===== src/hdl/rhsv_pkg.sv =====
`default_nettype none

package rhsv_pkg;

  // Pixel and result formats
  localparam int PIX_W         = 8;
  localparam int HUE_FRAC_BITS = 6;
  localparam int SAT_FRAC_BITS = 12;
  localparam int HUE_W         = 9 + HUE_FRAC_BITS;
  localparam int SAT_W         = SAT_FRAC_BITS + 1;

  // Divider operand widths: hue numerator is at most 360 * 255 (degrees times d)
  localparam int NUM_W  = 17;
  localparam int DEN_W  = PIX_W + 1;
  localparam int HDVD_W = NUM_W + HUE_FRAC_BITS + 1;
  localparam int SDVD_W = PIX_W + SAT_FRAC_BITS + 1;

  // Divider pipeline: STEP_BITS quotient bits resolved per stage
  localparam int QW        = (HUE_W > SAT_W) ? HUE_W : SAT_W;
  localparam int STEP_BITS = 3;
  localparam int NDIV      = (QW + STEP_BITS - 1) / STEP_BITS;
  localparam int QPAD      = NDIV * STEP_BITS;
  localparam int DVD_W     = (HDVD_W > SDVD_W) ? HDVD_W : SDVD_W;
  localparam int SHD_W     = DEN_W + QPAD - 1;
  localparam int CW        = (DVD_W > SHD_W) ? DVD_W : SHD_W;

  // Front stage, operand stage, divider stages, output register
  localparam int NST = NDIV + 3;

  // Angle constants in degrees
  localparam logic [NUM_W-1:0] DEG_60  = NUM_W'(60);
  localparam logic [NUM_W-1:0] DEG_120 = NUM_W'(120);
  localparam logic [NUM_W-1:0] DEG_240 = NUM_W'(240);
  localparam logic [NUM_W-1:0] DEG_360 = NUM_W'(360);

  localparam logic [HUE_W-1:0] HUE_FULL = HUE_W'(360 << HUE_FRAC_BITS);
  localparam logic [SAT_W-1:0] SAT_ONE  = SAT_W'(1 << SAT_FRAC_BITS);

  // Hue sector, picked in order red, green, blue
  typedef enum logic [1:0] {
    SEC_RED   = 2'd0,
    SEC_GREEN = 2'd1,
    SEC_BLUE  = 2'd2
  } sector_t;

  // After the max/min stage
  typedef struct packed {
    logic [PIX_W-1:0] mx;
    logic [PIX_W-1:0] d;
    sector_t          sector;
    logic             pos;
    logic [PIX_W-1:0] mag;
  } front_t;

  // One division in flight: partial remainder, quotient so far, divisor
  typedef struct packed {
    logic [CW-1:0]    rem;
    logic [QPAD-1:0]  quo;
    logic [DEN_W-1:0] den;
  } div_lane_t;

  // Stage word through the divider pipeline
  typedef struct packed {
    div_lane_t        hue;
    div_lane_t        sat;
    logic             gray;
    logic             black;
    logic [PIX_W-1:0] mx;
  } pipe_t;

  // Restoring division, STEP_BITS quotient bits starting at bit top
  function automatic div_lane_t div_lane_step(div_lane_t a, int unsigned top);
    div_lane_t     r;
    logic [CW-1:0] sh;
    r = a;
    for (int unsigned k = 0; k < STEP_BITS; k++) begin
      sh = CW'(r.den) << (top - k);
      if (r.rem >= sh) begin
        r.rem = r.rem - sh;
        r.quo = {r.quo[QPAD-2:0], 1'b1};
      end else begin
        r.quo = {r.quo[QPAD-2:0], 1'b0};
      end
    end
    return r;
  endfunction

endpackage

`default_nettype wire


===== src/hdl/rgb_to_hsv_pixel_top.sv =====
`default_nettype none
// RGB to HSV pixel converter.
// Input channel pix_*: one 8-bit red, green, blue pixel per transfer.
// Output channel hsv_*: hue in 1/64 degree (0..23039), saturation in Q1.12
// (4096 is 1.0) and brightness as the largest component byte.
// Gray pixels give hue 0; black pixels give hue 0 and saturation 0.
// Throughput: one pixel per clock while hsv_stall is low.
// Path from input transfer to hsv_valid: the transfer edge loads the
// max/min stage; then come one operand stage, five divider stages
// (three quotient bits each for both the hue and the saturation division)
// and the output register.
// Every stage carries its own valid bit and loads whenever it is empty or
// its successor is loading, so bubbles close up under a stall.
// pix_stall rises only when all eight stages hold a pixel and hsv_stall is
// high; a stalled result holds on the output ports.
// Synchronous reset clears the valid bits; no pixel is in flight after it.
module rgb_to_hsv_pixel_top (
  input  wire logic                       clk,
  input  wire logic                       rst,
  input  wire logic                       pix_valid,
  output logic                            pix_stall,
  input  wire logic [rhsv_pkg::PIX_W-1:0] red,
  input  wire logic [rhsv_pkg::PIX_W-1:0] green,
  input  wire logic [rhsv_pkg::PIX_W-1:0] blue,
  output logic                            hsv_valid,
  input  wire logic                       hsv_stall,
  output logic [rhsv_pkg::HUE_W-1:0]      hue,
  output logic [rhsv_pkg::SAT_W-1:0]      saturation,
  output logic [rhsv_pkg::PIX_W-1:0]      brightness
);
  import rhsv_pkg::*;

  logic [NST-1:0] vld;
  logic [NST-1:0] rdy;

  front_t front_next;
  front_t p1;
  pipe_t  p2_next;
  pipe_t  p2;
  pipe_t  dv [NDIV];
  pipe_t  dv_next [NDIV];

  logic [HUE_W-1:0] hue_next;
  logic [SAT_W-1:0] saturation_next;

  // Ready chain: a stage loads when empty or when its successor loads
  always_comb begin
    rdy[NST-1] = !vld[NST-1] || !hsv_stall;
    for (int k = NST - 2; k >= 0; k--) begin
      rdy[k] = !vld[k] || rdy[k+1];
    end
  end

  assign pix_stall = !rdy[0];
  assign hsv_valid = vld[NST-1];

  always_ff @(posedge clk) begin
    if (rst) begin
      vld <= '0;
    end else begin
      if (rdy[0]) begin
        vld[0] <= pix_valid;
      end
      for (int k = 1; k < NST; k++) begin
        if (rdy[k]) begin
          vld[k] <= vld[k-1];
        end
      end
    end
  end

  // Stage 1: max, min, sector and the signed difference for the sector
  always_comb begin
    logic [PIX_W-1:0] mn;
    logic [PIX_W-1:0] a;
    logic [PIX_W-1:0] b;
    mn = red;
    if (green < mn) mn = green;
    if (blue < mn) mn = blue;
    if (red >= green && red >= blue) begin
      front_next.sector = SEC_RED;
      front_next.mx     = red;
      a = green;
      b = blue;
    end else if (green >= blue) begin
      front_next.sector = SEC_GREEN;
      front_next.mx     = green;
      a = blue;
      b = red;
    end else begin
      front_next.sector = SEC_BLUE;
      front_next.mx     = blue;
      a = red;
      b = green;
    end
    front_next.d   = front_next.mx - mn;
    front_next.pos = (a >= b);
    front_next.mag = (a >= b) ? (a - b) : (b - a);
  end

  always_ff @(posedge clk) begin
    if (rdy[0]) begin
      p1 <= front_next;
    end
  end

  // Stage 2: hue numerator and both division operands, rounding folded in
  always_comb begin
    logic [NUM_W-1:0] base_deg;
    logic [NUM_W-1:0] base_term;
    logic [NUM_W-1:0] step_term;
    logic [NUM_W-1:0] num;
    case (p1.sector)
      SEC_RED:   base_deg = p1.pos ? '0 : DEG_360;
      SEC_GREEN: base_deg = DEG_120;
      SEC_BLUE:  base_deg = DEG_240;
      default:   base_deg = '0;
    endcase
    base_term = NUM_W'(base_deg * NUM_W'(p1.d));
    step_term = NUM_W'(DEG_60 * NUM_W'(p1.mag));
    num = p1.pos ? (base_term + step_term) : (base_term - step_term);

    p2_next.hue.rem = CW'((HDVD_W'(num) << (HUE_FRAC_BITS + 1)) + HDVD_W'(p1.d));
    p2_next.hue.quo = '0;
    p2_next.hue.den = DEN_W'(p1.d) << 1;
    p2_next.sat.rem = CW'((SDVD_W'(p1.d) << (SAT_FRAC_BITS + 1)) + SDVD_W'(p1.mx));
    p2_next.sat.quo = '0;
    p2_next.sat.den = DEN_W'(p1.mx) << 1;
    p2_next.gray    = (p1.d == '0);
    p2_next.black   = (p1.mx == '0);
    p2_next.mx      = p1.mx;
  end

  always_ff @(posedge clk) begin
    if (rdy[1]) begin
      p2 <= p2_next;
    end
  end

  // Divider stages: each resolves STEP_BITS quotient bits of both divisions
  for (genvar s = 0; s < NDIV; s++) begin : g_div
    always_comb begin
      pipe_t src;
      src = (s == 0) ? p2 : dv[(s == 0) ? 0 : s - 1];
      dv_next[s]     = src;
      dv_next[s].hue = div_lane_step(src.hue, QPAD - 1 - s * STEP_BITS);
      dv_next[s].sat = div_lane_step(src.sat, QPAD - 1 - s * STEP_BITS);
    end

    always_ff @(posedge clk) begin
      if (rdy[s + 2]) begin
        dv[s] <= dv_next[s];
      end
    end
  end

  // Output stage: wrap a full circle, zero hue for gray, zero sat for black
  always_comb begin
    if (dv[NDIV-1].gray || dv[NDIV-1].hue.quo >= QPAD'(HUE_FULL)) begin
      hue_next = '0;
    end else begin
      hue_next = dv[NDIV-1].hue.quo[HUE_W-1:0];
    end
    saturation_next = dv[NDIV-1].black ? '0 : dv[NDIV-1].sat.quo[SAT_W-1:0];
  end

  always_ff @(posedge clk) begin
    if (rdy[NST-1]) begin
      hue        <= hue_next;
      saturation <= saturation_next;
      brightness <= dv[NDIV-1].mx;
    end
  end

endmodule

`default_nettype wire


===== config.mk =====
export PLATFORM = sky130hd
export DESIGN_NAME = rgb_to_hsv_pixel_top
export DESIGN_NICKNAME = d
export VERILOG_FILES = /design/src/hdl/rhsv_pkg.sv /design/src/hdl/rgb_to_hsv_pixel_top.sv
export SDC_FILE = /design/constraint.sdc
export NUM_CORES = 1
export LEC_CHECK = 0
export BUFFER_PORTS_ARGS = -buffer_cell sky130_fd_sc_hd__buf_2
export CELL_PAD_IN_SITES_DETAIL_PLACEMENT = 0
export CELL_PAD_IN_SITES_GLOBAL_PLACEMENT = 1
export CORE_MARGIN = 4
export CORE_UTILIZATION = 46
export CTS_CLUSTER_SIZE = 8
export DETAILED_ROUTE_END_ITERATION = 7
export PLACE_DENSITY_LB_ADDON = 0.1
export SLEW_MARGIN = 20
export SYNTH_ARGS = -nofsm -noshare
export SYNTH_HDL_FRONTEND = slang
export SYNTH_SLANG_ARGS = --single-unit

===== constraint.sdc =====
create_clock -name clk -period 7.5 [get_ports clk]
set_clock_uncertainty 0.15 [all_clocks]
set_input_delay 0.75 -clock clk [delete_from_list [all_inputs] [get_ports clk]]
set_output_delay 0.75 -clock clk [all_outputs]
set_load 0.02 [all_outputs]

# ---- Yosys cells after proc, flatten, opt, wreduce, memory -nomap -nowiden
# Memory sizes are Yosys's and may differ from the RTL's.
# Cells that the tools add are included.
dict set report op_classes {
  n_reduce_logical 23
  multipliers 2
  eq_ne 2
  magnitude_cmp 37
  n_mux 83
  add_sub_neg 37
}
# op count
set op_table {}
lappend op_table {{24-bit two-way mux} 30}
lappend op_table {{8-bit two-way mux} 9}
lappend op_table {{24-bit by 10-bit greater-or-equal comparator with 1-bit output} 2}
lappend op_table {{24-bit by 11-bit greater-or-equal comparator with 1-bit output} 2}
lappend op_table {{24-bit by 12-bit greater-or-equal comparator with 1-bit output} 2}
lappend op_table {{24-bit by 13-bit greater-or-equal comparator with 1-bit output} 2}
lappend op_table {{24-bit by 14-bit greater-or-equal comparator with 1-bit output} 2}
lappend op_table {{24-bit by 15-bit greater-or-equal comparator with 1-bit output} 2}
lappend op_table {{24-bit by 16-bit greater-or-equal comparator with 1-bit output} 2}
lappend op_table {{24-bit by 17-bit greater-or-equal comparator with 1-bit output} 2}
lappend op_table {{24-bit by 18-bit greater-or-equal comparator with 1-bit output} 2}
lappend op_table {{24-bit by 19-bit greater-or-equal comparator with 1-bit output} 2}
lappend op_table {{24-bit by 20-bit greater-or-equal comparator with 1-bit output} 2}
lappend op_table {{24-bit by 21-bit greater-or-equal comparator with 1-bit output} 2}
lappend op_table {{24-bit by 22-bit greater-or-equal comparator with 1-bit output} 2}
lappend op_table {{24-bit by 23-bit greater-or-equal comparator with 1-bit output} 2}
lappend op_table {{24-bit by 9-bit greater-or-equal comparator with 1-bit output} 2}
lappend op_table {{24-bit by 10-bit subtractor with 24-bit output} 2}
lappend op_table {{24-bit by 11-bit subtractor with 24-bit output} 2}
lappend op_table {{24-bit by 12-bit subtractor with 24-bit output} 2}
lappend op_table {{24-bit by 13-bit subtractor with 24-bit output} 2}
lappend op_table {{24-bit by 14-bit subtractor with 24-bit output} 2}
lappend op_table {{24-bit by 15-bit subtractor with 24-bit output} 2}
lappend op_table {{24-bit by 16-bit subtractor with 24-bit output} 2}
lappend op_table {{other kinds (30)} 101}
dict set report totals {
  out_inout_bits 38
  reg_bits 137
  ramBits 530
  n_memories 1
  in_bits 28
}
# memory depth word_bits read_ports rd_clocked_by_memory_dff write_ports line_no
set mem_list {}
lappend mem_list {dv 5 106 5 0 5 rgb_to_hsv_pixel_top.sv:40} ;# pipe_t dv [NDIV];

# ---- Depth between registers and ports, before layout
dict set report depth {
  ltp_word 10
  ltp_mapped 41
  mapped_depth_nobuf 37
}

# ---- Least setup slack after synthesis
# No wires, ideal clock.
dict set report synth_path {
  kind {register to register}
  start {mem dv[0][252] (netlist bit)}
  end {mem dv[0][366] (netlist bit) (data pin)}
  path_slack_ps -568
  setup_ps 258
  required_ps 7092
  path_stages_with_launch 38
  period_less_slack_ps 8068
  t_arrival_ps 7660
  path_cell_list {edfxtp_1 -> inv_1 -> ha_1 -> inv_1 -> fa_1 -> a211oi_1 -> nor3_1 -> nor3_1 -> nand2_1 -> clkbuf_1 -> o21ai_0 -> inv_1 -> ha_1 -> nor2b_1 -> o31a_1 -> o211ai_1 -> a31o_2 -> nand3_1 -> [2 not listed] -> inv_2 -> clkbuf_1 -> o21ai_0 -> fa_1 -> nor2b_1 -> o21ai_0 -> nand2b_1 -> a21o_1 -> a21o_1 -> a21o_1 -> a21oi_1 -> nand2b_1 -> nor4_4 -> nand3_1 -> buf_2 -> and3_4 -> a22oi_2 -> xnor2_1}
}
# item line_no
set synth_rtl {}
lappend synth_rtl {{start, declared} rgb_to_hsv_pixel_top.sv:40}

==> results.cfg <==
[outcome]
outcome = completed

[cells_and_area]
fin_area_mm2 = 0.04012
nNetsFinal = 4468
multi_input_comb_area_mm2 = 0.02230
syn_to_final_growth_pct = 14.76
layout_common_cells = edfxtp_1 (387), ha_1 (346), nor2_1 (312), inv_1 (290), a21oi_1 (276)
drive_gt1_share_pct = 13.81
num_antenna_cells = 0
layout_commonest_cell = edfxtp_1
seq_area_mm2 = 0.01178
fill_cells = 6869

[yosys]
avgSynthCellArea_um2 = 9.303
syn_nets = 4207
ys_ff_latch = 395
yosysTopAreaCell = edfxtp_1
netlist_area_mm2 = 0.03496
synth-seq-area-share_pct = 33.70
yosysUniqueCellTypes = 97
synth-edff-count = 387
synth_top_flop_cell = edfxtp_1
synthCells = 3758
async_reset_ff_share_pct = 0
synthTopCellsByArea = edfxtp_1 (33%), ha_1 (13%), xnor2_1 (4.9%), a21oi_1 (4.2%), fa_1 (3.8%)
synth_top_cell_area_share_pct = 33.24
synth_warnings = 0

[worst_setup_path]
path_common_cell = a21o_1
r2r_slack_ps = 370
path_delay_family = simple AND/OR/NAND/NOR gates
cpPeakStageDelay_ps = 420
arrival_ps = 7340
cp_max_fo = 7
worstSetupStartpointType = register
worstSetupEndpointType = register
critPathBufInv = 5
crit_slowest_cell = edfxtp_1
critPathKind = register to register
crit_required_ps = 7710

[floorplan]
fp.dieW_um = 283.7
rows = 100
die_area_mm2 = 0.08048
start_util_pct = 46.65
core_area_mm2 = 0.07495
die_h_um = 283.7
io_pins = 66

[job]
maxCapViolCount = 0

[global_route]
antenna_found_initial = 0
grt_usage_pct = 20.69
grt_max_degree = 81
first_global_vias = 26820
grt_pass1_wl_mm = 139.2
grt_overflow = 0

[placed_design]
place_area_mm2 = 0.03776
hpwlAfterDp_mm = 68.09
io_buffer_count = 65
gp_congestion = 0.8687
place_ws_ps = 24.44

[clocking]
insertion_delay_ps = 620
clk_pin_slew_worst_paths_ps = 50
numClockSinks = 395
cts_max_level = 2
cts_root_buffer = clkbuf_16
cts_buffers = 58
clock_path_buffers = 3
tritoncts = built
hold_buffers = 0

[drt]
first_iter_violations = 1385
drc = 0
viasPerCell = 5.509
ant_nets = 0
vias = 27710
wl_mm = 85.32
wl_per_cell_um = 16.96
drtPass1Iterations = 5

[min_path]
hp-class = input port to register

[sta]
slew_headroom_pct = 29.14
timing.final.crit_share_pct = 95.06
finalHoldViolations = 0
setup_viol = 0
setup_slack_ps = 370.9
max_freq_ghz = 0.1403
drv_slew = 0
max_slew.worst_pin.slew_ps = 1063
min_period_ps = 7129
==> metrics by stage <==
step / TNS [ps] / util (%) / hold slack (ps) / std cells
after CTS: 0 / 52.72 / 155.1 / 5010
after detailed placement: 0 / 50.39 / 254.5 / 4908
final: 0 / 53.53 / 194.5 / 5030
after global placement: -64.28 / 50.39 / 250.6 / 4908
after floorplan: 0 / - / 250.3 / 3758
after global routing: -268.4 / 53.53 / 183.4 / 5030
==> layer usage <==
metal	vias up	global-route usage [%]	wire (µm)
li1	14250	-	-
met1	12990	28.49	40870
met2	382	35.30	40310
met3	96	2.506	2606
met4	0	4.096	1529
met5	-	0	0
==> logic make-up after synthesis <==
group	share of synthesized area, %
simple gates	18.07
compound gates	17.00
fa+ha+maj	16.48
flops	33.70
buf+inv	4.141
xor+xnor	7.015
mux	3.593
==> worst min-delay path: stages <==
cell    delay, ps
buf_2          70
nor2_1         30
nor2_1         70
==> final cells by class <==
cell class,count,area share [%]
timing repair buffer,277,4.827
multi-input combinational,2983,55.57
sequential,395,29.36
clock buffer,94,4.082
tap,969,3.022
inverter,304,2.853
clock inverter,8,0.2807
==> Yosys cell counts (all sizes together), types with 12 or more instances <==
| library cell | count |
|---|---|
| or4 | 20 |
| o21ai | 219 |
| nand4b | 12 |
| nand2 | 256 |
| a21oi | 293 |
| o21a | 46 |
| buf | 18 |
| a31oi | 21 |
| xor2 | 83 |
| ha | 355 |
| o211ai | 20 |
| a2111oi | 12 |
| xnor2 | 197 |
| mux2i | 58 |
| a21boi | 28 |
| mux2 | 60 |
| a211oi | 26 |
| nor4 | 51 |
| fa | 66 |
| and3 | 18 |
| or2 | 23 |
| edfxtp | 387 |
| nor2b | 81 |
| nand3b | 13 |
| o31a | 14 |
| o31ai | 24 |
| nor2 | 315 |
| or3 | 42 |
| nand4 | 59 |
| nand3 | 66 |
| nand2b | 64 |
| o21bai | 32 |
| a21o | 125 |
| inv | 304 |
| clkbuf | 58 |
| and2 | 65 |
| nor3 | 92 |
==> sequential cells by signal, summed over array words and instances (netlist names) <==
signal / cells
brightness: 8
dv: 291
dv_next: 9
g_div.$2.src: 24
hue: 15
p1: 27
saturation: 13
vld: 8
==> worst paths after layout <==
path,from,endpoint,depth (start not counted)
min reg2reg,dv[0][394]$_DFFE_PP_,dv[0][503]$_DFFE_PP_,0
max reg2reg,dv[0][278]$_DFFE_PP_,dv[0][417]$_DFFE_PP_,32
max,dv[0][278]$_DFFE_PP_,dv[0][417]$_DFFE_PP_,32
min,pix_valid,vld[0]$_SDFFE_PP0N_,3
==> repair_timing <==
action                     CTS  global route
pin swaps                    0            21
resized for setup            1           119
setup endpoints to repair    1           122
buffers inserted             0            20
Power is not shown: default switching activity piles up to over one toggle a cycle in this logic, so the estimate is an artifact.
